### src/hw/rtl/sic_pkg.sv
// Shared types, constants and operand tables for the segment intersection classifier.
`default_nettype none

package sic_pkg;

  localparam int COORD_BITS_DEF = 16;
  localparam int EPS_BITS       = 32;
  localparam logic [EPS_BITS-1:0] EPS_RESET = 32'd1;

  typedef enum logic [1:0] {
    VERDICT_NONE  = 2'd0,
    VERDICT_CROSS = 2'd1,
    VERDICT_DEGEN = 2'd2
  } verdict_t;

  typedef struct packed {
    logic valid;
    logic shared;
  } sic_ctl_t;

  // Coordinate differences.
  localparam int D_ABX = 0;
  localparam int D_ABY = 1;
  localparam int D_ACX = 2;
  localparam int D_ACY = 3;
  localparam int D_ADX = 4;
  localparam int D_ADY = 5;
  localparam int D_DBX = 6;
  localparam int D_DBY = 7;
  localparam int D_BCX = 8;
  localparam int D_BCY = 9;
  localparam int D_CAX = 10;
  localparam int D_CAY = 11;
  localparam int NDIFF = 12;

  // Products of two differences.
  localparam int P_AB2X = 0;
  localparam int P_AB2Y = 1;
  localparam int P_ACX  = 2;
  localparam int P_ACY  = 3;
  localparam int P_ADX  = 4;
  localparam int P_ADY  = 5;
  localparam int P_CRC0 = 6;
  localparam int P_CRC1 = 7;
  localparam int P_CRD0 = 8;
  localparam int P_CRD1 = 9;
  localparam int P_T0A  = 10;
  localparam int NTURN  = 4;
  localparam int NPROD  = 18;

  localparam int PROD_L [NPROD] = '{
    D_ABX, D_ABY, D_ABX, D_ABY, D_ABX, D_ABY, D_ABX, D_ABY, D_ABX, D_ABY,
    D_ADX, D_ADY, D_DBX, D_DBY, D_BCX, D_BCY, D_CAX, D_CAY
  };
  localparam int PROD_R [NPROD] = '{
    D_ABX, D_ABY, D_ACX, D_ACY, D_ADX, D_ADY, D_ACY, D_ACX, D_ADY, D_ADX,
    D_DBY, D_DBX, D_BCY, D_BCX, D_CAY, D_CAX, D_ADY, D_ADX
  };

  // Width that holds every sum of two products and a product plus epsilon.
  function automatic int wide_bits(int cb);
    int w;
    w = 2 * cb + 4;
    if (w < EPS_BITS + 3) begin
      w = EPS_BITS + 3;
    end
    return w;
  endfunction

endpackage

`default_nettype wire

### src/hw/rtl/sic_sum_stage.sv
// Third stage: dot and cross sums, projection upper bound and the turn sign test.
`default_nettype none

module sic_sum_stage import sic_pkg::*; #(
  parameter int COORD_BITS = COORD_BITS_DEF
) (
  input  wire logic                                    clk,
  input  wire logic                                    rst_n,
  input  wire sic_ctl_t                                ctl_i,
  input  wire logic signed [2*COORD_BITS+1:0]          prod_i [NPROD],
  input  wire logic        [EPS_BITS-1:0]              eps_i,
  output sic_ctl_t                                     ctl_o,
  output logic                                         turn_same_o,
  output logic signed [wide_bits(COORD_BITS)-1:0]      abac_o,
  output logic signed [wide_bits(COORD_BITS)-1:0]      abad_o,
  output logic signed [wide_bits(COORD_BITS)-1:0]      crc_o,
  output logic signed [wide_bits(COORD_BITS)-1:0]      crd_o,
  output logic signed [wide_bits(COORD_BITS)-1:0]      upper_o
);

  localparam int WW = wide_bits(COORD_BITS);

  logic signed [WW-1:0] pw [NPROD];
  logic signed [WW-1:0] eps_w;
  logic signed [WW-1:0] abac_nxt, abad_nxt, crc_nxt, crd_nxt, upper_nxt;
  logic signed [WW-1:0] abac_r, abad_r, crc_r, crd_r, upper_r;
  logic [NTURN-1:0]     t_neg, t_nz;
  logic                 turn_same_nxt, turn_same_r;
  sic_ctl_t             ctl_r;

  for (genvar g = 0; g < NPROD; g++) begin : g_ext
    assign pw[g] = WW'(prod_i[g]);
  end

  // The sign of a turn is the order of its two products, so no subtraction is needed.
  for (genvar t = 0; t < NTURN; t++) begin : g_turn
    assign t_neg[t] = prod_i[P_T0A + 2 * t] < prod_i[P_T0A + 2 * t + 1];
    assign t_nz[t]  = prod_i[P_T0A + 2 * t] != prod_i[P_T0A + 2 * t + 1];
  end

  assign eps_w = $signed({{(WW - EPS_BITS){1'b0}}, eps_i});

  always_comb begin
    abac_nxt      = pw[P_ACX] + pw[P_ACY];
    abad_nxt      = pw[P_ADX] + pw[P_ADY];
    crc_nxt       = pw[P_CRC0] - pw[P_CRC1];
    crd_nxt       = pw[P_CRD0] - pw[P_CRD1];
    upper_nxt     = pw[P_AB2X] + pw[P_AB2Y] + eps_w;
    turn_same_nxt = (&t_nz) && ((&t_neg) || !(|t_neg));
  end

  always_ff @(posedge clk) begin
    if (!rst_n) begin
      ctl_r <= '0;
    end else begin
      ctl_r <= ctl_i;
    end
  end

  always_ff @(posedge clk) begin
    abac_r      <= abac_nxt;
    abad_r      <= abad_nxt;
    crc_r       <= crc_nxt;
    crd_r       <= crd_nxt;
    upper_r     <= upper_nxt;
    turn_same_r <= turn_same_nxt;
  end

  assign ctl_o       = ctl_r;
  assign turn_same_o = turn_same_r;
  assign abac_o      = abac_r;
  assign abad_o      = abad_r;
  assign crc_o       = crc_r;
  assign crd_o       = crd_r;
  assign upper_o     = upper_r;

endmodule

`default_nettype wire

### config.mk
export PLATFORM = sky130hd
export DESIGN_NAME = sic_sum_stage
export DESIGN_NICKNAME = d
export VERILOG_FILES = /design/src/hw/rtl/sic_pkg.sv /design/src/hw/rtl/sic_sum_stage.sv
export SDC_FILE = /design/constraint.sdc
export NUM_CORES = 1
export LEC_CHECK = 0
export ABC_AREA = 1
export ABC_CLOCK_PERIOD_IN_PS = 4480
export BUFFER_PORTS_ARGS = -buffer_cell sky130_fd_sc_hd__buf_2
export CORE_AREA = 2 2 323 325
export DETAILED_ROUTE_END_ITERATION = 8
export DIE_AREA = 0 0 325 327
export GPL_TIMING_DRIVEN = 1
export SYNTH_ARGS = -nofsm -noshare
export SYNTH_HDL_FRONTEND = slang
export SYNTH_SLANG_ARGS = --single-unit
export TNS_END_PERCENT = 10
### constraint.sdc
create_clock -name clk -period 4.48 [get_ports clk]
set_input_delay 1.344 -clock clk [delete_from_list [all_inputs] [get_ports clk]]
set_output_delay 1.344 -clock clk [all_outputs]
set_load 0.05 [all_outputs]
* Word level (Yosys, flattened, before mapping)
Cells that the tools add are included.
Word-level totals: register bits 179, bits of input ports 648, output and inout bits 183, word-level logic and storage cells 28
Operators by class: add/subtract/negate cells 6, $lt $le $gt $ge 4, eq/ne operators 4, reduce and logical (&&, ||, !) cells 6
Operators by type and width (count):
- < comparator 34 bit | 4
- inequality test 34 bit | 4
- adder 34 x 34 -> 35 bit | 3
- subtractor 34 x 34 -> 35 bit | 2
- adder 35 x 33 -> 36 bit | 1
- AND reduction 4 bit | 2
- OR reduction 4 bit | 1
- logical AND 1 bit | 1
- logical NOT 1 bit | 1
- logical OR 1 bit | 1

* Logic depth before layout (Yosys ltp)
depth in word-level cells 5, mapped depth 18, mapped depth without buffers 18

* Worst setup path before layout
Ideal clock, no wire load.
path type input port to flip-flop, start in prod_i[545] (netlist name), end reg upper_r[25] (netlist: upper_o[25]), setup time 117 ps, data arrival time 3424 ps, required time 4363 ps, slack 939 ps, stages on the path 14, buffers on the path 0, path through fa_1 > ha_1 > inv_1 > fa_1 > inv_1 > nand3_1 > nand2_1 > a21oi_2 > o21ai_2 > a21oi_2 > nor2_1 > nor2_1 > nand2_1 > nand2_1
On the way: cells in the longest elaborated chain, start to end 2
Ends and longest elaborated chain:
- start, declared | RTL line sic_sum_stage.sv:10 | input wire logic signed [2*COORD_BITS+1:0] prod_i [NPROD],
- adder 34 x 34 -> 35 bit | RTL line sic_sum_stage.sv:48 | upper_nxt = pw[P_AB2X] + pw[P_AB2Y] + eps_w;
- adder 35 x 33 -> 36 bit | RTL line sic_sum_stage.sv:48
- named net upper_nxt[25] | RTL line sic_sum_stage.sv:25 | logic signed [WW-1:0] abac_nxt, abad_nxt, crc_nxt, crd_nxt, upper_nxt;
- end signal, assigned | RTL line sic_sum_stage.sv:65 | upper_r <= upper_nxt;
- end, declared | RTL line sic_sum_stage.sv:26 | logic signed [WW-1:0] abac_r, abad_r, crc_r, crd_r, upper_r;
The timed path passes the listed nets, and every way through them passes these cells. A chain may end at the register's enable or synchronous reset.

* Final worst setup path
start in prod_i[579] (netlist name), end reg upper_r[21] (netlist: upper_o[21])
The elaborated chain is that of the path after synthesis.

==> key figures <==
Status
  • Status: finished clean

Floorplanning
  • Vert. Die Dim: 327 um
  • FP Rows: 118
  • Area of the die: 106,300 sq um
  • I/O pins: 831
  • Die span in x: 325 um
  • Starting Density: 18.35%
  • Core ar.: 102,900 sq um

Clock tree
  • Cells resized by post-CTS repair: 0
  • CTS clk-pin slew, worst paths: 0.09 ns
  • Worst-case clock buffer depth: 2
  • Hold buffers post-CTS: 0
  • Post-CTS setup buffers: 0
  • CTS tree: done
  • Root Driver: clkbuf_16
  • CTS sink cnt: 179
  • H-tree levels: 4
  • TritonCTS Buffers: 17

Timing
  • Final min period: 3.685 ns
  • Final worst slack: 0.7952 ns
  • RSZ-0062 raised after global routing: false
  • Setup tns final: 0 ns
  • Worst-margin pin slew: 0.7384 ns
  • Fin. Hold Viols: 0
  • Relative slew margins: 50.26%
  • # setup viols final: 0
  • Final worst path period share: 82.25%
  • Fmax: 271.4 MHz
  • Max-slew violation count: 0

Power
  • VDD IR max: 274.4 uV
  • Static Leakage: 13.71 nW
  • Final Power: 8.858 mW
  • Pwr per Cell Area: 349.2 nW/um^2

Yosys
  • Dominant cell type by area after synthesis: ha_1
  • Post-synthesis cell count: 2,754
  • Synth cell count leaders: nand2_1, inv_1, ha_1, nor2_1, a21oi_1
  • Ys Warns: 0
  • Seq/Total Area, Yosys: 18.98%
  • Yosys top cell area share: 20.41%
  • Post-synth EDFFs: 0
  • Mean post-synth cell area: 6.857 sq um
  • Async S/R FF share, synth: 0%
  • #FFs+latches synth: 179
  • Largest cells by area after synthesis: ha_1, dfxtp_1, nand2_1
  • Top-count cell post-synth: nand2_1
  • Post-synthesis instance area: 18,880 sq um
  • Unique cell type count in the Yosys netlist: 48
  • Net Count, Synth: 3,747
  • Top FF cell, synth: dfxtp_1

Cells and area
  • Area delta synth->final: 34.33%
  • Fraction of layout cells with a size suffix above 1: 26.00%
  • Nets: 4,591

GRT
  • Initial antenna violation count: 69
  • Largest net degree at the start of global routing: 20
  • Grt total ovfl: 0
  • Overall global routing resource usage: 18.29%
  • Vias in the first global route: 21,262
  • Global-route wire length before repair: 140,800 um

Critical path
  • Crit path required time: 4.88 ns
  • Worst Path Arrival: 4.09 ns
  • CP Capture Type: register
  • Critical setup path kind: in -> reg
  • Setup crit start kind: input port
  • CP max FO: 4

Detailed routing
  • 1st-iter DRT viols: 1,232
  • Antenna-violating nets left: 0
  • Via density per instance: 4.299
  • Drc violations: 0
  • DR WL/cell: 20.07 um
  • Final WL: 100,500 um
  • Drt first pass iters: 5
  • Vias: 21,530

Worst hold path
  • HP Class: in -> reg

Place
  • DP HPWL: 92,520 um
  • Port bufs: 830
  • Routability cong.: 0.9802
  • Placement Setup Slack: 0.2563 ns

Run
  • # Max-Cap Violations: 0
-- path summary, 6_finish.rpt --
path | from | end | slack (ns) | depth (start not counted)
worst min-delay path | ctl_i[1] | ctl_o[1] | 1.05 | 3
worst max-delay path | prod_i[579] | upper_o[21] | 0.80 | 15
-- power by group --
part	internal [mW]	leakage, nW	switching (mW)
registers	2.03	1.51	0.175
clock network	0.749	0.287	0.882
logic	1.37	11.9	3.66
total	4.14	13.7	4.72
-- kinds of logic (layout without fill, tap and decap cells) --
logic type / count (synthesis) / after routing / synth area share [%]
other cells: 0 / 17 / 0
compound gates: 541 / 541 / 17.40
simple gates: 1062 / 1062 / 23.15
xor+xnor: 136 / 136 / 6.308
flops: 179 / 179 / 18.98
buf+inv: 491 / 1348 / 9.839
fa+ha+maj: 345 / 345 / 24.33
-- stage by stage --
stage                     hold WS (ns)  instance area (sq um)  utilization, %  instances
final                            1.046                  25370           24.65       5008
after global routing             1.022                  25360           24.64       5005
after CTS                        1.009                  25330           24.61       4991
after detailed placement         1.553                  24730           24.03       4959
after global placement           1.545                  24730           24.03       4959
after floorplan                  1.437                  18880               -       2754
-- layout make-up --
class | instances | area [sq um]
fill | 11683 | 77540
multi-input combinational | 2084 | 13440
timing repair buffer | 830 | 4154
sequential | 179 | 3583
inverter | 486 | 1824
tap | 1380 | 1727
clock buffer | 17 | 425.4
clock inverter | 15 | 168.9
antenna | 17 | 42.54
-- per-layer routing --
| metal | global-route usage, % | wire, um | vias up |
|---|---|---|---|
| li1 | - | - | 10659 |
| met1 | 20.75 | 39510 | 9764 |
| met2 | 32.70 | 49690 | 884 |
| met3 | 5.468 | 8096 | 179 |
| met4 | 5.868 | 2955 | 44 |
| met5 | 0 | 273 | - |
-- critical path, stage by stage --
cell and delay, ns:
buf_2 0.15, fa_1 0.52, ha_1 0.35, inv_1 0.14, fa_1 0.46, inv_1 0.12
nand3_1 0.07, nand2_1 0.13, a21oi_2 0.09, o21ai_2 0.23, a21oi_2 0.15, nor2_1 0.15
nor2_1 0.06, nand2_1 0.07, nand2_1 0.05
-- layout by cell type, fill, tap and decap left out, types with 6 or more instances in the layout --
cell type / instances
o21ai_2: 12
o211ai_2: 6
a21oi_1: 243
a21o_1: 34
xnor2_1: 49
fa_1: 37
o21ai_0: 97
nand2_2: 8
o21bai_1: 32
xor2_1: 87
dfxtp_1: 179
a21oi_2: 17
a31oi_1: 19
inv_1: 484
nand4_1: 36
buf_2: 830
nor2_2: 9
diode_2: 17
nor3_1: 38
ha_1: 308
o21a_1: 10
nand3_1: 74
nand2_1: 585
o21ai_1: 27
nor2_1: 294
a21boi_0: 17
clkbuf_16: 17
-- state kept, by name, indices dropped and copies added (netlist names) --
register and cells:
abac_o 35, abad_o 35, crc_o 35, crd_o 35
ctl_o 2, turn_same_o 1, upper_o 36
No activity file was read; power rests on OpenSTA's default activity.
