$ cat src/hw/rtl/sic_pkg.sv
// Shared types, constants and operand tables for the segment intersection classifier.
`default_nettype none

package sic_pkg;

  localparam int COORD_BITS_DEF = 16;
  localparam int EPS_BITS       = 32;
  localparam logic [EPS_BITS-1:0] EPS_RESET = 32'd1;

  typedef enum logic [1:0] {
    VERDICT_NONE  = 2'd0,
    VERDICT_CROSS = 2'd1,
    VERDICT_DEGEN = 2'd2
  } verdict_t;

  typedef struct packed {
    logic valid;
    logic shared;
  } sic_ctl_t;

  // Coordinate differences.
  localparam int D_ABX = 0;
  localparam int D_ABY = 1;
  localparam int D_ACX = 2;
  localparam int D_ACY = 3;
  localparam int D_ADX = 4;
  localparam int D_ADY = 5;
  localparam int D_DBX = 6;
  localparam int D_DBY = 7;
  localparam int D_BCX = 8;
  localparam int D_BCY = 9;
  localparam int D_CAX = 10;
  localparam int D_CAY = 11;
  localparam int NDIFF = 12;

  // Products of two differences.
  localparam int P_AB2X = 0;
  localparam int P_AB2Y = 1;
  localparam int P_ACX  = 2;
  localparam int P_ACY  = 3;
  localparam int P_ADX  = 4;
  localparam int P_ADY  = 5;
  localparam int P_CRC0 = 6;
  localparam int P_CRC1 = 7;
  localparam int P_CRD0 = 8;
  localparam int P_CRD1 = 9;
  localparam int P_T0A  = 10;
  localparam int NTURN  = 4;
  localparam int NPROD  = 18;

  localparam int PROD_L [NPROD] = '{
    D_ABX, D_ABY, D_ABX, D_ABY, D_ABX, D_ABY, D_ABX, D_ABY, D_ABX, D_ABY,
    D_ADX, D_ADY, D_DBX, D_DBY, D_BCX, D_BCY, D_CAX, D_CAY
  };
  localparam int PROD_R [NPROD] = '{
    D_ABX, D_ABY, D_ACX, D_ACY, D_ADX, D_ADY, D_ACY, D_ACX, D_ADY, D_ADX,
    D_DBY, D_DBX, D_BCY, D_BCX, D_CAY, D_CAX, D_ADY, D_ADX
  };

  // Width that holds every sum of two products and a product plus epsilon.
  function automatic int wide_bits(int cb);
    int w;
    w = 2 * cb + 4;
    if (w < EPS_BITS + 3) begin
      w = EPS_BITS + 3;
    end
    return w;
  endfunction

endpackage

`default_nettype wire

$ cat src/hw/rtl/sic_diff_stage.sv
// First stage: coordinate differences and the shared endpoint check.
`default_nettype none

module sic_diff_stage import sic_pkg::*; #(
  parameter int COORD_BITS = COORD_BITS_DEF
) (
  input  wire logic                         clk,
  input  wire logic                         rst_n,
  input  wire logic                         take_i,
  input  wire logic signed [COORD_BITS-1:0] a_x_i,
  input  wire logic signed [COORD_BITS-1:0] a_y_i,
  input  wire logic signed [COORD_BITS-1:0] b_x_i,
  input  wire logic signed [COORD_BITS-1:0] b_y_i,
  input  wire logic signed [COORD_BITS-1:0] c_x_i,
  input  wire logic signed [COORD_BITS-1:0] c_y_i,
  input  wire logic signed [COORD_BITS-1:0] d_x_i,
  input  wire logic signed [COORD_BITS-1:0] d_y_i,
  output sic_ctl_t                          ctl_o,
  output logic signed [COORD_BITS:0]        diff_o [NDIFF]
);

  logic signed [COORD_BITS:0] ax, ay, bx, by, cx, cy, dx, dy;
  logic signed [COORD_BITS:0] diff_nxt [NDIFF];
  logic signed [COORD_BITS:0] diff_r   [NDIFF];
  sic_ctl_t                   ctl_nxt, ctl_r;

  assign ax = {a_x_i[COORD_BITS-1], a_x_i};
  assign ay = {a_y_i[COORD_BITS-1], a_y_i};
  assign bx = {b_x_i[COORD_BITS-1], b_x_i};
  assign by = {b_y_i[COORD_BITS-1], b_y_i};
  assign cx = {c_x_i[COORD_BITS-1], c_x_i};
  assign cy = {c_y_i[COORD_BITS-1], c_y_i};
  assign dx = {d_x_i[COORD_BITS-1], d_x_i};
  assign dy = {d_y_i[COORD_BITS-1], d_y_i};

  always_comb begin
    diff_nxt[D_ABX] = bx - ax;
    diff_nxt[D_ABY] = by - ay;
    diff_nxt[D_ACX] = cx - ax;
    diff_nxt[D_ACY] = cy - ay;
    diff_nxt[D_ADX] = dx - ax;
    diff_nxt[D_ADY] = dy - ay;
    diff_nxt[D_DBX] = bx - dx;
    diff_nxt[D_DBY] = by - dy;
    diff_nxt[D_BCX] = cx - bx;
    diff_nxt[D_BCY] = cy - by;
    diff_nxt[D_CAX] = ax - cx;
    diff_nxt[D_CAY] = ay - cy;
    ctl_nxt.valid  = take_i;
    ctl_nxt.shared = (ax == cx && ay == cy) || (bx == cx && by == cy) ||
                     (ax == dx && ay == dy) || (bx == dx && by == dy);
  end

  always_ff @(posedge clk) begin
    if (!rst_n) begin
      ctl_r <= '0;
    end else begin
      ctl_r <= ctl_nxt;
    end
  end

  always_ff @(posedge clk) begin
    diff_r <= diff_nxt;
  end

  assign ctl_o  = ctl_r;
  assign diff_o = diff_r;

endmodule

`default_nettype wire

$ cat config.mk
export PLATFORM = sky130hd
export DESIGN_NAME = sic_diff_stage
export DESIGN_NICKNAME = d
export VERILOG_FILES = /design/src/hw/rtl/sic_pkg.sv /design/src/hw/rtl/sic_diff_stage.sv
export SDC_FILE = /design/constraint.sdc
export NUM_CORES = 1
export LEC_CHECK = 0
export ABC_AREA = 1
export BUFFER_PORTS_ARGS = -buffer_cell sky130_fd_sc_hd__buf_2
export CAP_MARGIN = 30
export CORE_MARGIN = 3
export CORE_UTILIZATION = 45
export CTS_BUF_LIST = sky130_fd_sc_hd__clkbuf_4 sky130_fd_sc_hd__clkbuf_8
export DETAILED_ROUTE_END_ITERATION = 6
export GPL_TIMING_DRIVEN = 0
export PLACE_DENSITY_LB_ADDON = 0.12
export SLEW_MARGIN = 20
export SYNTH_ARGS = -nofsm -noshare
export SYNTH_HDL_FRONTEND = slang
export SYNTH_SLANG_ARGS = --single-unit
$ cat constraint.sdc
create_clock -name clk -period 1.9 [get_ports clk]
set_clock_uncertainty 0.05 [all_clocks]
set_input_delay 0.57 -clock clk [delete_from_list [all_inputs] [get_ports clk]]
set_output_delay 0.57 -clock clk [all_outputs]
set_load 0.02 [all_outputs]
Word level (Yosys, flattened, before mapping)

Index checks and enable logic that the tools add are counted.
W data, S select, Z words.

Reductions and logical operators: 7
Eq/ne operators: 8
Add/sub/neg operators: 12

Operator list:

| kind                | number |
|---|---|
| $sub A16 B16 Y17    | 12 |
| $eq A16 B16 Y1      | 8 |
| $logic_and A1 B1 Y1 | 4 |
| $logic_or A1 B1 Y1  | 3 |

Flip-flop bits (word level): 206
Output and inout bits: 206
Input port bits: 131

Longest topological paths before layout

Depth after elaboration: 5
Depth in mapped cells: 12
Depth with buffers taken out: 12

Worst setup path before layout

OpenSTA, ideal clock, no wires.

Path type: input port to flip-flop
Start: input b_y_i[0]
End: register diff_r, in the netlist diff_o[82]
Slack: -33 ps
Arrival: 1771 ps
Cell stages on the path: 9
Data required time: 1738 ps
Cells stage by stage: inv_1 -> ha_1 -> fa_1 -> o21ai_2 -> nand2_1 -> nand2_1 -> nand2_1 -> nand3_1 -> nand2_1

RTL lines:

| item                   | RTL line             | text |
|---|---|---|
| start: declaration     | sic_diff_stage.sv:13 | `input wire logic signed [COORD_BITS-1:0] b_y_i,` |
| end signal: assignment | sic_diff_stage.sv:63 | `diff_r <= diff_nxt;` |
| end: declaration       | sic_diff_stage.sv:24 | `logic signed [COORD_BITS:0] diff_r [NDIFF];` |

Worst setup path in the final report

Start: input a_y_i[7]
End: register ctl_r, in the netlist ctl_o[0]

Word-level cells in the longest chain between the ends: 5
Elaborated cells between the ends (all ways): 7

RTL lines:

| item                   | RTL line             | text |
|---|---|---|
| start: declaration     | sic_diff_stage.sv:11 | `input wire logic signed [COORD_BITS-1:0] a_y_i,` |
| $eq A16 B16 Y1         | sic_diff_stage.sv:50 | `ctl_nxt.shared = (ax == cx && ay == cy) \|\| (bx == cx && by == cy) \|\|` |
| $logic_and A1 B1 Y1    | sic_diff_stage.sv:50 |  |
| $logic_or A1 B1 Y1     | sic_diff_stage.sv:50 |  |
| $logic_or A1 B1 Y1 (*) | sic_diff_stage.sv:50 |  |
| $logic_or A1 B1 Y1 (*) | sic_diff_stage.sv:51 | `(ax == dx && ay == dy) \|\| (bx == dx && by == dy);` |
| end signal: assignment | sic_diff_stage.sv:58 | `ctl_r <= ctl_nxt;` |
| end: declaration       | sic_diff_stage.sv:25 | `sic_ctl_t ctl_nxt, ctl_r;` |

Every way passes the cells marked *; elsewhere a longest branch is shown, timed or not.
A chain may end at the register's enable or synchronous reset.

==> qor.yml <==
syn_area_per_cell_um2: 6.604
dieArea_um2: 35370
rsz0062_at_grt: "false"
clockBufferDepth: 3
peakVddDrop_mv: 0.5959
slowest_stage: "ha_1"
synth_edf_count: 0
crit_type: "in -> reg"
vias: 14980
whs_endpoint: "ctl_o[1]$_SDFF_PN0_"
cp.depth: 12
synth-seq-area-share: 0.2737
routed_via_density: 4.823
cts_tree: "built"
boundaryPins: 337
synth_warnings: 0
synth_nets: 2594
tightestPinTransition_ns: 0.3818
grt_util_all_layers: 0.2778
clockPowerShare: 0.288
ys_ff_latch: 204
numClockSinks: 204
synth.area.top_cells: "dfxtp_1, nand2_1, ha_1"
cts_setup_buffers: 0
gr-total-overflow: 0
routedWlPerCell_um: 16.08
post-dp-hpwl_um: 42600
routabilityCongestion: 0.9379
die_h_um: 188.1
maxSlewViolCount: 0
grt_pass1_wl_um: 76330
grt_max_degree: 10
fp.dieW_um: 188.1
clkTransAtPathRegs_ns: 0.05
setup_violations: 0
min-delay-start: "take_i"
cts_buffers: 36
port_buffers: 336
clock-root-buffer: "clkbuf_8"
final.period_utilization: 0.9681
p_switching_w: 0.006075
power_density_nw_per_um2: 873.2
yosys.area.top_type: "dfxtp_1"
power.share.sequential: 0.342
p_comb_frac: 0.370
layout.cells.non_filler: 3106
synth_cell_types: 29
switching_share: 0.3863
arrival_ns: 2.26
critPathTopFamily: "simple AND/OR/NAND/NOR gates"
crit_top_cell: "nor2_1"
row_count: 66
synthCells: 2259
hp-class: "in -> reg"
grt_pass1_vias: 14460
firstDrtPassIters: 5
min_period_ns: 1.839
internal_power_w: 0.009651
ctsHoldBuffers: 0
min_path_cells: 3
drive_above_1_share: 0.1840
drt-total-wl_um: 49940
syn_to_final_growth_pct: 20.71
p_leak_nw: 10.61
holdWs_ns: 0.1165
setup.worst_path.start_class: "input port"
synthTopCellsByCount: "nand2_1, inv_1, dfxtp_1"
max_stage_delay_ns: 0.29
start_util: 0.4574
status: "complete, no violations"
power_w: 0.01573
cp-end-kind: "flip-flop"
grt_antenna_before_repair: 12
synth_ff_type: "dfxtp_1"
synth_area_um2: 14920
cp_cell_sequence: "buf_2, inv_1, ha_1, buf_4, nand2_2, nor2_2, inv_1, nor2_1, nand3_1, nand2_1, nor2_1, nor2_1"
maxCapViolations: 0
cp_max_fo: 6
hold_violations: 0
dp_cells: 3037
yosysMostFrequentCell: "nand2_1"
crit_required_ns: 2.32
drt_iter0_drc: 820
relSlewSlack: 0.7454
coreArea_um2: 32620
path_buf_inv: 4
ys_async_sr_fraction: 0
drc: 0
postRouteAntennaNets: 0
fmax_mhz: 543.6
layout.nets: 2968
htreeDepth: 2
yosys.area.top_type_share: 0.2737
cell families after synthesis:
kind of cell / Yosys count / share of synthesized area
compound gates: 272 / 0.09686
xor+xnor: 84 / 0.04931
fa+ha+maj: 204 / 0.1771
flops: 204 / 0.2737
simple gates: 1079 / 0.2937
buf+inv: 416 / 0.1093
timing repair:
| item | in CTS | in global routing |
|---|---|---|
| setup endpoints to repair | 0 | 2 |
| hold endpoints to repair | 0 | 0 |
| gates resized for setup | 0 | 6 |
state kept, by name, summed over array words and instances (netlist names):
register  flops
ctl_o         2
diff_o      202
stage by stage:
step,setup TNS [ns],setup WS (ns),cell area [um^2],util
floorplan,0,0.0001661,14940,-
global placement,-42.40,-0.5653,17180,0.5267
finish,0,0.06054,18010,0.5521
global route,0,0.01619,18000,0.5519
CTS,0,0.01660,17980,0.5511
detailed placement,-43.58,-0.5538,17180,0.5267
power groups by stage:
| stage | Sequential (W) | Clock (W) | Combinational, W |
|---|---|---|---|
| global placement | 0.00545 | 0 | 0.00576 |
| CTS | 0.00538 | 0.00466 | 0.00582 |
| floorplan | 0.00652 | 0 | 0.00270 |
| finish | 0.00538 | 0.00453 | 0.00582 |
| global route | 0.00544 | 0.00484 | 0.00642 |
| detailed placement | 0.00545 | 0 | 0.00579 |
tightest hold or removal path, stage by stage:
cell and delay, ns:
buf_2 0.07, nand2_1 0.04, inv_1 0.04
worst max path at each step:
stage,from,endpoint,slack (ns)
3_5_place_dp,a_y_i[12],ctl_o[0]$_SDFF_PN0_,-0.55
6_report,a_y_i[7],ctl_o[0]$_SDFF_PN0_,0.06
3_3_place_gp,a_y_i[12],ctl_o[0]$_SDFF_PN0_,-0.57
4_1_cts,diff_o[183]$_DFF_P_,diff_o[183],0.02
5_1_grt,a_y_i[7],ctl_o[0]$_SDFF_PN0_,0.02
2_1_floorplan,b_x_i[0],diff_o[201]$_DFF_P_,0.0002
cell usage in the layout, fill, tap and decap left out, types with 6 or more instances in the layout:
master and n:
a21o_1 8, a21oi_1 168, and2_1 26, buf_2 344, buf_4 8, clkbuf_4 11
clkbuf_8 46, dfxtp_1 203, diode_2 6, fa_1 11, ha_1 191, inv_1 386
inv_2 6, nand2_1 741, nand2_2 16, nand3_1 103, nand3_2 6, nor2_1 167
nor2_2 9, o21ai_0 67, o21ai_2 19, xnor2_1 12, xor2_1 72
area by class of cell:
type	count	area (um^2)
timing repair buffer	336	1682
tap	442	553.0
fill	3340	14610
clock buffer	55	700.7
multi-input combinational	1639	9240
buffer	24	163.9
clock inverter	8	97.59
inverter	392	1471
antenna	6	15.01
sequential	204	4085
per-layer routing:
metal	share of wire	vias to the layer above	routed length (um)	GRT usage
met5	0.0019	-	94	0
met4	0.047	14	2344	0.1296
met3	0.075	137	3756	0.07048
met2	0.44	509	21850	0.4518
met1	0.44	6567	21890	0.3455
li1	-	7754	-	-
(Power assumes the default switching activity.)
