--- config.mk ---
export PLATFORM = sky130hd
export DESIGN_NAME = sic_decide_stage
export DESIGN_NICKNAME = d
export VERILOG_FILES = /design/src/hw/rtl/sic_pkg.sv /design/src/hw/rtl/sic_decide_stage.sv
export SDC_FILE = /design/constraint.sdc
export NUM_CORES = 1
export LEC_CHECK = 0
export BUFFER_PORTS_ARGS = -buffer_cell sky130_fd_sc_hd__buf_4
export CORE_MARGIN = 4
export CORE_UTILIZATION = 45
export CTS_CLUSTER_DIAMETER = 120
export DETAILED_ROUTE_END_ITERATION = 6
export PLACE_DENSITY_LB_ADDON = 0.1
export SLEW_MARGIN = 20
export SYNTH_ARGS = -nofsm -noshare
export SYNTH_HDL_FRONTEND = slang
export SYNTH_SLANG_ARGS = --single-unit
--- constraint.sdc ---
create_clock -name clk -period 5.3 [get_ports clk]
set_input_delay 0.265 -clock clk [delete_from_list [all_inputs] [get_ports clk]]
set_output_delay 0.265 -clock clk [all_outputs]
set_load 0.02 [all_outputs]
--- src/hw/rtl/sic_pkg.sv ---
// Shared types, constants and operand tables for the segment intersection classifier.
`default_nettype none

package sic_pkg;

  localparam int COORD_BITS_DEF = 16;
  localparam int EPS_BITS       = 32;
  localparam logic [EPS_BITS-1:0] EPS_RESET = 32'd1;

  typedef enum logic [1:0] {
    VERDICT_NONE  = 2'd0,
    VERDICT_CROSS = 2'd1,
    VERDICT_DEGEN = 2'd2
  } verdict_t;

  typedef struct packed {
    logic valid;
    logic shared;
  } sic_ctl_t;

  // Coordinate differences.
  localparam int D_ABX = 0;
  localparam int D_ABY = 1;
  localparam int D_ACX = 2;
  localparam int D_ACY = 3;
  localparam int D_ADX = 4;
  localparam int D_ADY = 5;
  localparam int D_DBX = 6;
  localparam int D_DBY = 7;
  localparam int D_BCX = 8;
  localparam int D_BCY = 9;
  localparam int D_CAX = 10;
  localparam int D_CAY = 11;
  localparam int NDIFF = 12;

  // Products of two differences.
  localparam int P_AB2X = 0;
  localparam int P_AB2Y = 1;
  localparam int P_ACX  = 2;
  localparam int P_ACY  = 3;
  localparam int P_ADX  = 4;
  localparam int P_ADY  = 5;
  localparam int P_CRC0 = 6;
  localparam int P_CRC1 = 7;
  localparam int P_CRD0 = 8;
  localparam int P_CRD1 = 9;
  localparam int P_T0A  = 10;
  localparam int NTURN  = 4;
  localparam int NPROD  = 18;

  localparam int PROD_L [NPROD] = '{
    D_ABX, D_ABY, D_ABX, D_ABY, D_ABX, D_ABY, D_ABX, D_ABY, D_ABX, D_ABY,
    D_ADX, D_ADY, D_DBX, D_DBY, D_BCX, D_BCY, D_CAX, D_CAY
  };
  localparam int PROD_R [NPROD] = '{
    D_ABX, D_ABY, D_ACX, D_ACY, D_ADX, D_ADY, D_ACY, D_ACX, D_ADY, D_ADX,
    D_DBY, D_DBX, D_BCY, D_BCX, D_CAY, D_CAX, D_ADY, D_ADX
  };

  // Width that holds every sum of two products and a product plus epsilon.
  function automatic int wide_bits(int cb);
    int w;
    w = 2 * cb + 4;
    if (w < EPS_BITS + 3) begin
      w = EPS_BITS + 3;
    end
    return w;
  endfunction

endpackage

`default_nettype wire

--- src/hw/rtl/sic_decide_stage.sv ---
// Last stage: epsilon compares, verdict selection and the result register.
`default_nettype none

module sic_decide_stage import sic_pkg::*; #(
  parameter int COORD_BITS = COORD_BITS_DEF
) (
  input  wire logic                                    clk,
  input  wire logic                                    rst_n,
  input  wire sic_ctl_t                                ctl_i,
  input  wire logic                                    turn_same_i,
  input  wire logic signed [wide_bits(COORD_BITS)-1:0] abac_i,
  input  wire logic signed [wide_bits(COORD_BITS)-1:0] abad_i,
  input  wire logic signed [wide_bits(COORD_BITS)-1:0] crc_i,
  input  wire logic signed [wide_bits(COORD_BITS)-1:0] crd_i,
  input  wire logic signed [wide_bits(COORD_BITS)-1:0] upper_i,
  input  wire logic        [EPS_BITS-1:0]              eps_i,
  output logic                                         strobe_o,
  output logic             [1:0]                       verdict_o
);

  localparam int WW = wide_bits(COORD_BITS);

  logic signed [WW-1:0] eps_w, neg_eps;
  logic                 cl_c, cl_d, c_below, c_above, d_below, d_above;
  verdict_t             verdict_nxt, verdict_r;
  logic                 strobe_r;

  assign eps_w   = $signed({{(WW - EPS_BITS){1'b0}}, eps_i});
  assign neg_eps = -eps_w;

  always_comb begin
    cl_c    = (neg_eps < crc_i) && (crc_i < eps_w);
    cl_d    = (neg_eps < crd_i) && (crd_i < eps_w);
    c_below = abac_i < upper_i;
    c_above = neg_eps < abac_i;
    d_below = abad_i < upper_i;
    d_above = neg_eps < abad_i;
    if (ctl_i.shared) begin
      verdict_nxt = VERDICT_DEGEN;
    end else if (cl_c && cl_d) begin
      // Overlap of the two projections: smaller one below the bound, larger one above.
      verdict_nxt = ((c_below || d_below) && (c_above || d_above)) ?
                    VERDICT_DEGEN : VERDICT_NONE;
    end else if (cl_c && c_below && c_above) begin
      verdict_nxt = VERDICT_DEGEN;
    end else if (!cl_c && cl_d && d_below && d_above) begin
      verdict_nxt = VERDICT_DEGEN;
    end else if (turn_same_i) begin
      verdict_nxt = VERDICT_CROSS;
    end else begin
      verdict_nxt = VERDICT_NONE;
    end
  end

  always_ff @(posedge clk) begin
    if (!rst_n) begin
      strobe_r <= 1'b0;
    end else begin
      strobe_r <= ctl_i.valid;
    end
  end

  always_ff @(posedge clk) begin
    verdict_r <= verdict_nxt;
  end

  assign strobe_o  = strobe_r;
  assign verdict_o = verdict_r;

endmodule

`default_nettype wire

# Yosys cells after proc, flatten, opt, wreduce, memory -nomap -nowiden
# Cells that the tools add are included.
dict set report totals {
  reg_bits 3
  input_bits 217
  output_inout_bits 3
  wordCells 28
}
dict set report classes {
  n_addsub 1
  order_cmp 8
  mux 5
  reduce_logical 12
}
# operator count
set ops {}
lappend ops {{$lt A36 B36 Y1} 6}
lappend ops {{$lt A36 B33 Y1} 2}
lappend ops {{$neg A32 Y36} 1}
lappend ops {{$logic_and A1 B1 Y1} 9}
lappend ops {{$mux W2} 4}
lappend ops {{$logic_or A1 B1 Y1} 2}
lappend ops {{$logic_not A1 Y1} 1}
lappend ops {{$mux W1} 1}

# Longest topological paths before layout
# Gate-level depths: netlist (run 1).
dict set report logic_depth {
  ltp_word 10
  depth_mapped 18
  depth_no_buf 18
}

# Worst setup path before layout (run 1)
# OpenSTA, ideal clock, no wires.
dict set report synth_timing {
  path_type {input-to-reg}
  start {input port eps_i[11]}
  end {register verdict_r[0], in the netlist verdict_o[0]}
  setup_time_ps 118
  arrival_time_ps 4103
  required_time_ps 5182
  setup_slack_ps 1079
  path_stages 17
  path_buffers 0
  path_cell_list {or4_4 or3_4 or3_4 nand2b_4 nand2b_4 nor2_4 nand3_1 xnor2_1 ha_1 and2_0 a221o_1 a221oi_1 o21ai_0 xnor2_1 a211oi_1 a21oi_1 o2111a_1}
}
dict set report synth_via {
  elab_chain_len 10
  elab_cells_between_ends 19
  classes_between {add/sub: 1; order compare: 6; mux: 3; reduce/logical: 9}
}
# element line
set synth_lines {}
lappend synth_lines {{start: declaration} sic_decide_stage.sv:16} ;# input wire logic [EPS_BITS-1:0] eps_i,
lappend synth_lines {{$neg A32 Y36} sic_decide_stage.sv:29} ;# assign neg_eps = -eps_w;
lappend synth_lines {{$lt A36 B36 Y1} sic_decide_stage.sv:32} ;# cl_c = (neg_eps < crc_i) && (crc_i < eps_w);
lappend synth_lines {{$logic_and A1 B1 Y1} sic_decide_stage.sv:32}
lappend synth_lines {{$logic_not A1 Y1} sic_decide_stage.sv:46} ;# end else if (!cl_c && cl_d && d_below && d_above) begin
lappend synth_lines {{$logic_and A1 B1 Y1 (3 in a row)} sic_decide_stage.sv:46}
lappend synth_lines {{$mux W2} sic_decide_stage.sv:46}
lappend synth_lines {{$mux W2} sic_decide_stage.sv:44} ;# end else if (cl_c && c_below && c_above) begin
lappend synth_lines {{$mux W2 *} sic_decide_stage.sv:40} ;# end else if (cl_c && cl_d) begin
lappend synth_lines {{end signal: assignment} sic_decide_stage.sv:64} ;# verdict_r <= verdict_nxt;
lappend synth_lines {{end: declaration} sic_decide_stage.sv:25} ;# verdict_t verdict_nxt, verdict_r;
# Every way passes the cells marked *; elsewhere a longest branch is shown, timed or not.
# A chain may end at the register's enable or synchronous reset.

# Worst setup path in the final report (run 1)
# Same ends and word-level chain as after synthesis.

==> impl_metrics.json, run 1 <==
{
  "outcome": "finished clean",
  "p_leak_nw": 5.53,
  "synth-seq-cells": 3,
  "whs_path_depth": 2,
  "dp_hpwl_microns": 20900,
  "cp-end-kind": "register",
  "start_util_pct": 46.0,
  "drt_iter0_drc": 305,
  "drv_slew": 0,
  "dp_slack_ps": 526,
  "fmax_ghz": 0.221,
  "die_y_microns": 136,
  "nNetsFinal": 1700,
  "gp_congestion": 0.909,
  "rows": 46,
  "cts_htree_levels": 1,
  "slowest_delay_ps": 550,
  "synth_cell_types": 52,
  "setup_viol": 0,
  "pin_count": 220,
  "worst_slew_pin_slew_ps": 887,
  "clkSlewWorstSetupHoldPaths_ps": 30,
  "drt-vias-per-instance": 5.34,
  "synth.net_count": 1472,
  "synth_area_leaders": "ha_1 47%, inv_1 11%, a21o_1 6.8%, a21oi_1 5.6%, nand4_1 3.8%",
  "cts.sinks": 3,
  "cts_hold_buf": 0,
  "arrival_ps": 4640,
  "tritoncts": "yes",
  "yosys_warnings": 0,
  "routed_wl_microns": 22400,
  "ant_nets": 0,
  "grt_pass1_wl_microns": 35300,
  "antenna_cells": 0,
  "synth_edf_count": 0,
  "cts_resized": 0,
  "die_area_sq_mm": 0.0184,
  "drv_cap": 0,
  "grt_start_max_net_pins": 9,
  "startpoint_type": "input port",
  "cts_setup_buffers": 0,
  "num_vias": 7605,
  "yosys.area.top_type_share_pct": 46.6,
  "hold_class": "in -> reg",
  "netlist_area_sq_mm": 0.00734,
  "p_per_area_mw_per_mm2": 87.6,
  "rsz0062_at_grt": "no",
  "synth_commonest_cells": "273 x ha_1, 216 x inv_1, 82 x a21oi_1",
  "cts-buffers-inserted": 3,
  "synthToLayoutAreaGrowth_pct": 27.6,
  "drive_above_1_share_pct": 19.4,
  "avgSynthCellArea_sq_um": 7.47,
  "synth_top_cell_by_area": "ha_1",
  "grt_pass1_vias": 7522,
  "ys_async_sr_fraction_pct": 0,
  "cp_common_cell": "xnor2_1",
  "hold_viol_final": 0,
  "grtUsageTotal_pct": 23.4,
  "irDropWorstVdd_v": 0.0000560,
  "drc": 0,
  "tns_ps": 0,
  "cp.required_ps": 5410,
  "ys_seq_area_share_pct": 0.819,
  "critPathMaxFanout": 5,
  "cp.depth": 17,
  "clk_path_buf_depth": 2,
  "die_w_microns": 136,
  "worst-setup-path-type": "in -> reg",
  "synthFlopType": "dfxtp_1",
  "cp_top_family": "simple AND/OR/NAND/NOR gates",
  "crit_chain": "buf_4 -> or4_4 -> or3_4 -> nor3_2 -> nand3_1 -> nor2_1 -> nand2_1 -> xnor2_1 -> ha_1 -> and2_0 -> a221o_1 -> a221oi_1 -> o21ai_0 -> xnor2_1 -> a211oi_1 -> a21oi_1 -> o2111a_1",
  "grt-ovfl-total": 0,
  "syn_inst": 982,
  "finalWorstSetupSlack_ps": 771,
  "cp.buffers_inverters": 1,
  "core_sq_mm": 0.0159,
  "wire_per_inst_microns": 15.7,
  "numPortBuffers": 219,
  "hold_ws_ps": 245,
  "antenna_found_initial": 0,
  "slew_headroom_pct": 39.3,
  "root_buffer": "clkbuf_16",
  "first_pass_iters": 4,
  "period_needed_ps": 4530,
  "synth_most_common_cell": "ha_1",
  "final.period_utilization_pct": 85.4,
  "cp_slowest_cell": "or4_4"
}
-- state kept, by name, indices dropped and copies added (netlist names) --
| register | flops |
|---|---|
| verdict_o | 2 |
| strobe_o | 1 |
-- final timing paths --
check                 startpoint            to  slack [ps]
worst min-delay path    ctl_i[1]      strobe_o         250
worst max-delay path   eps_i[11]  verdict_o[0]         770
-- per-layer routing --
layer | part of all wire, % | routed length [microns] | global-route usage, % | vias up
met3 | 7.2 | 1610 | 3.86 | 20
li1 | - | - | - | 4010
met5 | 0 | 0 | 0 | -
met4 | 1.4 | 323 | 3.75 | 0
met1 | 44 | 9860 | 29.8 | 3375
met2 | 47 | 10600 | 42.1 | 200
-- per-stage QoR --
step           instance area [sq um]  power (mW)  cells  util, %
2_1_floorplan                   7340       0.416    982        -
3_3_place_gp                    9280       0.687   1421     58.2
3_5_place_dp                    9280       0.697   1421     58.2
4_1_cts                         9360       0.823   1425     58.7
5_1_grt                         9360       0.923   1425     58.7
6_report                        9360       0.820   1425     58.7
-- layout by cell type (no fill, tap or decap), types with 8 or more instances in the layout --
cell      instances
ha_1            273
buf_4           223
inv_1           216
a21oi_1          82
a21o_1           66
nand2_1          46
nand4_1          44
o21ai_0          33
xnor2_1          31
nor2_1           31
nand3_1          21
nor3_1           19
and4_1           10
nand2b_1         10
nor4_1            9
a221oi_1          8
-- final cells by class --
type	count	area, sq um
fill	1601	6580
multi-input combinational	763	6460
timing repair buffer	223	1670
inverter	216	811
tap	216	270
clock buffer	4	78.8
sequential	3	60.1
-- logic make-up after synthesis --
group	count (synthesis)	share of synthesized area, %
AO/OA/AOI/OAI	241	21.4
XOR/XNOR	31	3.70
adder cells (fa/ha/maj)	273	46.6
buffers and inverters	216	11.1
flip-flops	3	0.819
AND/OR/NAND/NOR	218	16.4
-- where the power goes --
| group | total [mW] | switching (mW) | internal [mW] | leakage [nW] |
|---|---|---|---|---|
| logic | 0.675 | 0.346 | 0.329 | 5.46 |
| registers | 0.0255 | 0.000979 | 0.0245 | 0.0251 |
| clock network | 0.119 | 0.0199 | 0.0992 | 0.0382 |
| total | 0.820 | 0.367 | 0.452 | 5.53 |
Note: power is estimated with default switching activity, not from simulation.
==> inputs of run 2 (changes only) <==
==> constraint.sdc (replaced) <==
create_clock -name clk -period 5.8 [get_ports clk]
set_input_delay 0.29 -clock clk [delete_from_list [all_inputs] [get_ports clk]]
set_output_delay 0.29 -clock clk [all_outputs]
set_load 0.02 [all_outputs]
==> run 2 against run 1 <==
Final cell count fell by 0.28%. Sequential cell count did not move. Global-route usage rose by 0.20 points. Worst hold slack improved by 22 ps. Die area did not move. Critical path type unchanged. Largest power group unchanged. Highest routed layer unchanged.
==> impl_metrics.json, run 2 (synthesis gave the netlist of run 1 again) <==
{
  "outcome": "finished clean",
  "multiInputGateArea_sq_mm": 0.00646,
  "irDropWorstVdd_v": 0.0000422,
  "fin_cells": 1421,
  "cts.sinks": 3,
  "p_leak_nw": 5.51,
  "setup_viol": 0,
  "drc": 0,
  "period_needed_ps": 4760,
  "core_sq_mm": 0.0159,
  "pin_count": 220,
  "largest_reg_flops": 2,
  "cp_common_cell": "xnor2_1",
  "tns_ps": 0,
  "cp-end-kind": "register",
  "grtUsageTotal_pct": 23.6,
  "register_area_sq_um": 60.1,
  "clk_path_buf_depth": 2,
  "cts_htree_levels": 1,
  "cts_setup_buffers": 0,
  "final.period_utilization_pct": 82.1,
  "startpoint_type": "input port",
  "hold_ws_ps": 267,
  "grt_pass1_vias": 7634,
  "cts_resized": 0,
  "die_area_sq_mm": 0.0184,
  "drt-vias-per-instance": 5.33,
  "mostFrequentLayoutCell": "ha_1",
  "wire_per_inst_microns": 15.7,
  "numPortBuffers": 219,
  "p_int_mw": 0.412,
  "antenna_cells": 0,
  "first_pass_iters": 5,
  "start_util_pct": 46.0,
  "hold_viol_final": 0,
  "p_per_area_mw_per_mm2": 80.2,
  "clockPowerShare_pct": 14.8,
  "num_vias": 7570,
  "nNetsFinal": 1696,
  "cts-buffers-inserted": 3,
  "dp_hpwl_microns": 20800,
  "grt_start_max_net_pins": 9,
  "whs_path_depth": 2,
  "ant_nets": 0,
  "worst-setup-path-type": "in -> reg",
  "root_buffer": "clkbuf_16",
  "tritoncts": "yes",
  "worst_slew_pin_slew_ps": 771,
  "slew_headroom_pct": 47.2,
  "critPathMaxFanout": 5,
  "synthToLayoutAreaGrowth_pct": 27.2,
  "drv_cap": 0,
  "routed_wl_microns": 22300,
  "hold_class": "in -> reg",
  "drive_above_1_share_pct": 19.2,
  "sequentialPowerShare_pct": 3.1,
  "fill_cells": 1560,
  "layout_common_cells": "273 x ha_1, 219 x buf_4, 216 x inv_1",
  "fmax_ghz": 0.210,
  "rows": 46,
  "grt_pass1_wl_microns": 35600,
  "grt-ovfl-total": 0,
  "gp_congestion": 0.907,
  "clkSlewWorstSetupHoldPaths_ps": 30,
  "cp.required_ps": 5910,
  "crit_chain": "buf_4 -> or4_4 -> or3_4 -> nor3_2 -> nand3_1 -> nor2_1 -> nand2_1 -> xnor2_1 -> ha_1 -> and2_0 -> a221o_1 -> a221oi_1 -> o21ai_0 -> xnor2_1 -> a211oi_1 -> a21oi_1 -> o2111a_1",
  "netSwitchingFraction_pct": 44.9,
  "antenna_found_initial": 0,
  "drv_slew": 0,
  "rsz0062_at_grt": "no",
  "slowest_delay_ps": 530,
  "drt_iter0_drc": 307,
  "die_y_microns": 136,
  "cts_hold_buf": 0,
  "die_w_microns": 136,
  "arrival_ps": 4880,
  "combPwrFrac_pct": 82.1,
  "cp_slowest_cell": "or4_4",
  "dp.cells": 1417,
  "p_sw_mw": 0.336
}
[run 2: cell type report]
class                   instances  share of cell area (%)
inverters                     216                    8.69
well taps                     216                    2.90
repair buffers                219                    17.6
multi-input cells             763                    69.3
clock buffers                   4                   0.845
flip-flops and latches          3                   0.644
[run 2: power groups by stage]
stage	clock, mW	combinational [mW]	sequential (mW)
floorplan	0	0.355	0.0251
global placement	0	0.602	0.0236
detailed placement	0	0.612	0.0236
CTS	0.111	0.617	0.0234
global route	0.114	0.709	0.0233
finish	0.110	0.614	0.0233
[run 2: worst max-delay path: cells and delay by family]
family | cells | cell delay (ps)
xor+xnor | 2 | 550
fa+ha+maj | 1 | 330
simple gates | 7 | 2150
buf+inv | 1 | 120
compound gates | 6 | 1420
[run 2: stage by stage]
step | utilization (%) | power, mW | instance area (sq um) | worst slack (ps)
6_report | 58.5 | 0.748 | 9330 | 1040
5_1_grt | 58.5 | 0.847 | 9330 | 662
4_1_cts | 58.5 | 0.751 | 9330 | 1070
3_5_place_dp | 58.0 | 0.635 | 9250 | 834
3_3_place_gp | 58.0 | 0.626 | 9250 | 878
2_1_floorplan | - | 0.380 | 7340 | 1550
[run 2: path summary, 6_finish.rpt]
| check | from | to | slack [ps] |
|---|---|---|---|
| setup / recovery | eps_i[11] | verdict_o[0] | 1040 |
| hold / removal | ctl_i[1] | strobe_o | 270 |
[run 2: metal layers]
metal,track usage (%),part of all wire (%),vias to the layer above
li1,-,-,3999
met1,30.3,45,3357
met2,43.0,48,194
met3,2.75,6.0,20
met4,3.75,1.4,0
met5,0,0,-
==> inputs of run 3 (changes only) <==
==> constraint.sdc (replaced) <==
create_clock -name clk -period 4.1 [get_ports clk]
set_input_delay 0.205 -clock clk [delete_from_list [all_inputs] [get_ports clk]]
set_output_delay 0.205 -clock clk [all_outputs]
set_load 0.02 [all_outputs]
==> run 3 against run 2 <==
Global-route usage increased by 0.73 points. Largest cell class unchanged. Routed wire length is 4.8% higher. Die area stayed put. Non-clock buffer count increased by 43. Largest power group unchanged. Critical endpoint is now verdict_o[1]. Sequential cell count stayed put. Sequential share of layout area about the same. Final area is 5.3% higher. Worst hold slack worse by 94 ps.
==> impl_metrics.json, run 3 (synthesis gave the netlist of run 1 again) <==
{
  "period_needed_ps": 3990,
  "root_buffer": "clkbuf_16",
  "grt_start_max_net_pins": 8,
  "startpoint_type": "input port",
  "tritoncts": "yes",
  "arrival_ps": 4090,
  "finalWorstSetupSlack_ps": 110,
  "cts_hold_buf": 0,
  "cts.sinks": 3,
  "clkSlewWorstSetupHoldPaths_ps": 40,
  "synthToLayoutAreaGrowth_pct": 33.9,
  "fmax_ghz": 0.251,
  "grt-ovfl-total": 0,
  "clk_path_buf_depth": 2,
  "cp_slowest_cell": "or4_4",
  "drt_iter0_drc": 229,
  "hold_viol_final": 0,
  "outcome": "finished clean",
  "largest_reg_flops": 2,
  "drv_cap": 0,
  "num_vias": 7721,
  "crit_chain": "buf_4 -> or4_4 -> or3_4 -> or3_4 -> nand2b_4 -> nand2b_4 -> buf_6 -> nor4_4 -> xnor2_2 -> buf_4 -> buf_4 -> ha_1 -> nand4_1 -> or4_4 -> a21oi_2 -> a2bb2oi_1 -> nand3_1 -> nand4bb_1 -> o2111ai_1",
  "whs_path_depth": 2,
  "rows": 46,
  "worst_slew_pin_slew_ps": 840,
  "numPortBuffers": 219,
  "sequentialPowerShare_pct": 2.9,
  "mostFrequentLayoutCell": "ha_1",
  "die_y_microns": 136,
  "p_int_mw": 0.614,
  "min_from": "ctl_i[1]",
  "met2_usage_pct": 44.6,
  "die_w_microns": 136,
  "p_sw_mw": 0.502,
  "pin_count": 220,
  "drc": 0,
  "hold_class": "in -> reg",
  "cp_top_family": "simple AND/OR/NAND/NOR gates",
  "p_per_area_mw_per_mm2": 114,
  "start_util_pct": 46.0,
  "cp.required_ps": 4200,
  "whs_endpoint": "strobe_o",
  "final.period_utilization_pct": 97.3,
  "drive_above_1_share_pct": 24.1,
  "irDropWorstVdd_v": 0.000136,
  "gp_congestion": 0.917,
  "core_sq_mm": 0.0159,
  "critPathMaxFanout": 3,
  "slowest_delay_ps": 560,
  "grtUsageTotal_pct": 24.3,
  "setup_viol": 0,
  "grt_pass1_wl_microns": 36400,
  "dp_hpwl_microns": 21600,
  "routed_wl_microns": 23300,
  "slew_headroom_pct": 42.5,
  "nNetsFinal": 1739,
  "ant_nets": 0,
  "cp-end-kind": "register",
  "worst-setup-path-type": "in -> reg",
  "layout_common_cells": "273 x ha_1, 260 x buf_4, 216 x inv_1",
  "first_pass_iters": 4,
  "cts-buffers-inserted": 3,
  "cp_common_cell": "buf_4",
  "drt-vias-per-instance": 5.27,
  "dp_slack_ps": -297,
  "rsz0062_at_grt": "yes",
  "antenna_found_initial": 0,
  "hold_ws_ps": 174,
  "grt_pass1_vias": 7795,
  "wire_per_inst_microns": 15.9,
  "use_met1_pct": 31.0,
  "die_area_sq_mm": 0.0184,
  "combPwrFrac_pct": 82.7,
  "cp.buffers_inverters": 4,
  "netSwitchingFraction_pct": 45.0,
  "grtUsageMet3_pct": 3.05,
  "drv_slew": 0,
  "p_leak_nw": 5.79,
  "cts_htree_levels": 1,
  "busiest_layer": "met2",
  "antenna_cells": 0,
  "clockPowerShare_pct": 14.4
}
-- run 3: worst max path at each step --
stage / slack [ps] / cells after the start / to / from
6_report: 110 / 19 / verdict_o[1] / eps_i[9]
5_1_grt: -80 / 20 / verdict_o[0] / eps_i[9]
4_1_cts: 3 / 19 / verdict_o[0] / eps_i[11]
3_5_place_dp: -300 / 18 / verdict_o[0] / eps_i[11]
3_3_place_gp: -160 / 19 / verdict_o[0] / eps_i[11]
2_1_floorplan: 3 / 17 / verdict_o[0] / eps_i[11]
-- run 3: through the flow --
step	util (%)	cells	setup TNS (ps)	area, sq um	power [mW]
finish	61.6	1464	0	9830	1.12
global route	61.6	1464	-120	9830	1.25
CTS	60.5	1460	0	9650	1.10
detailed placement	59.9	1456	-549	9550	0.926
global placement	59.9	1456	-270	9550	0.908
floorplan	-	982	0	7350	0.538
-- run 3: routing by layer --
metal | part of all wire (%) | vias up
met3 | 6.0 | 18
met4 | 1.4 | 0
met2 | 49 | 188
met5 | 0 | -
li1 | - | 4085
met1 | 44 | 3430
-- run 3: area by class of cell --
class	count	area, sq um
Tap cell	216	270
Fill cell	1508	6120
Sequential cell	3	60.1
Inverter	216	811
Multi-Input combinational cell	763	6630
Clock buffer	4	78.8
Timing Repair Buffer	262	1970
-- run 3: power groups by stage --
stage	Clock, mW	Combinational, mW	Sequential, mW
2_1_floorplan	0	0.503	0.0355
3_3_place_gp	0	0.876	0.0327
3_5_place_dp	0	0.894	0.0327
4_1_cts	0.163	0.902	0.0323
5_1_grt	0.167	1.05	0.0323
6_report	0.161	0.922	0.0322
-- run 3: repair_timing --
item / 4_1_cts / 5_1_grt
endpoints found under the setup margin: 2 / 2
pin swaps: 0 / 11
setup buffers: 0 / 4
gates resized for setup: 3 / 27
cloned: 0 / 0
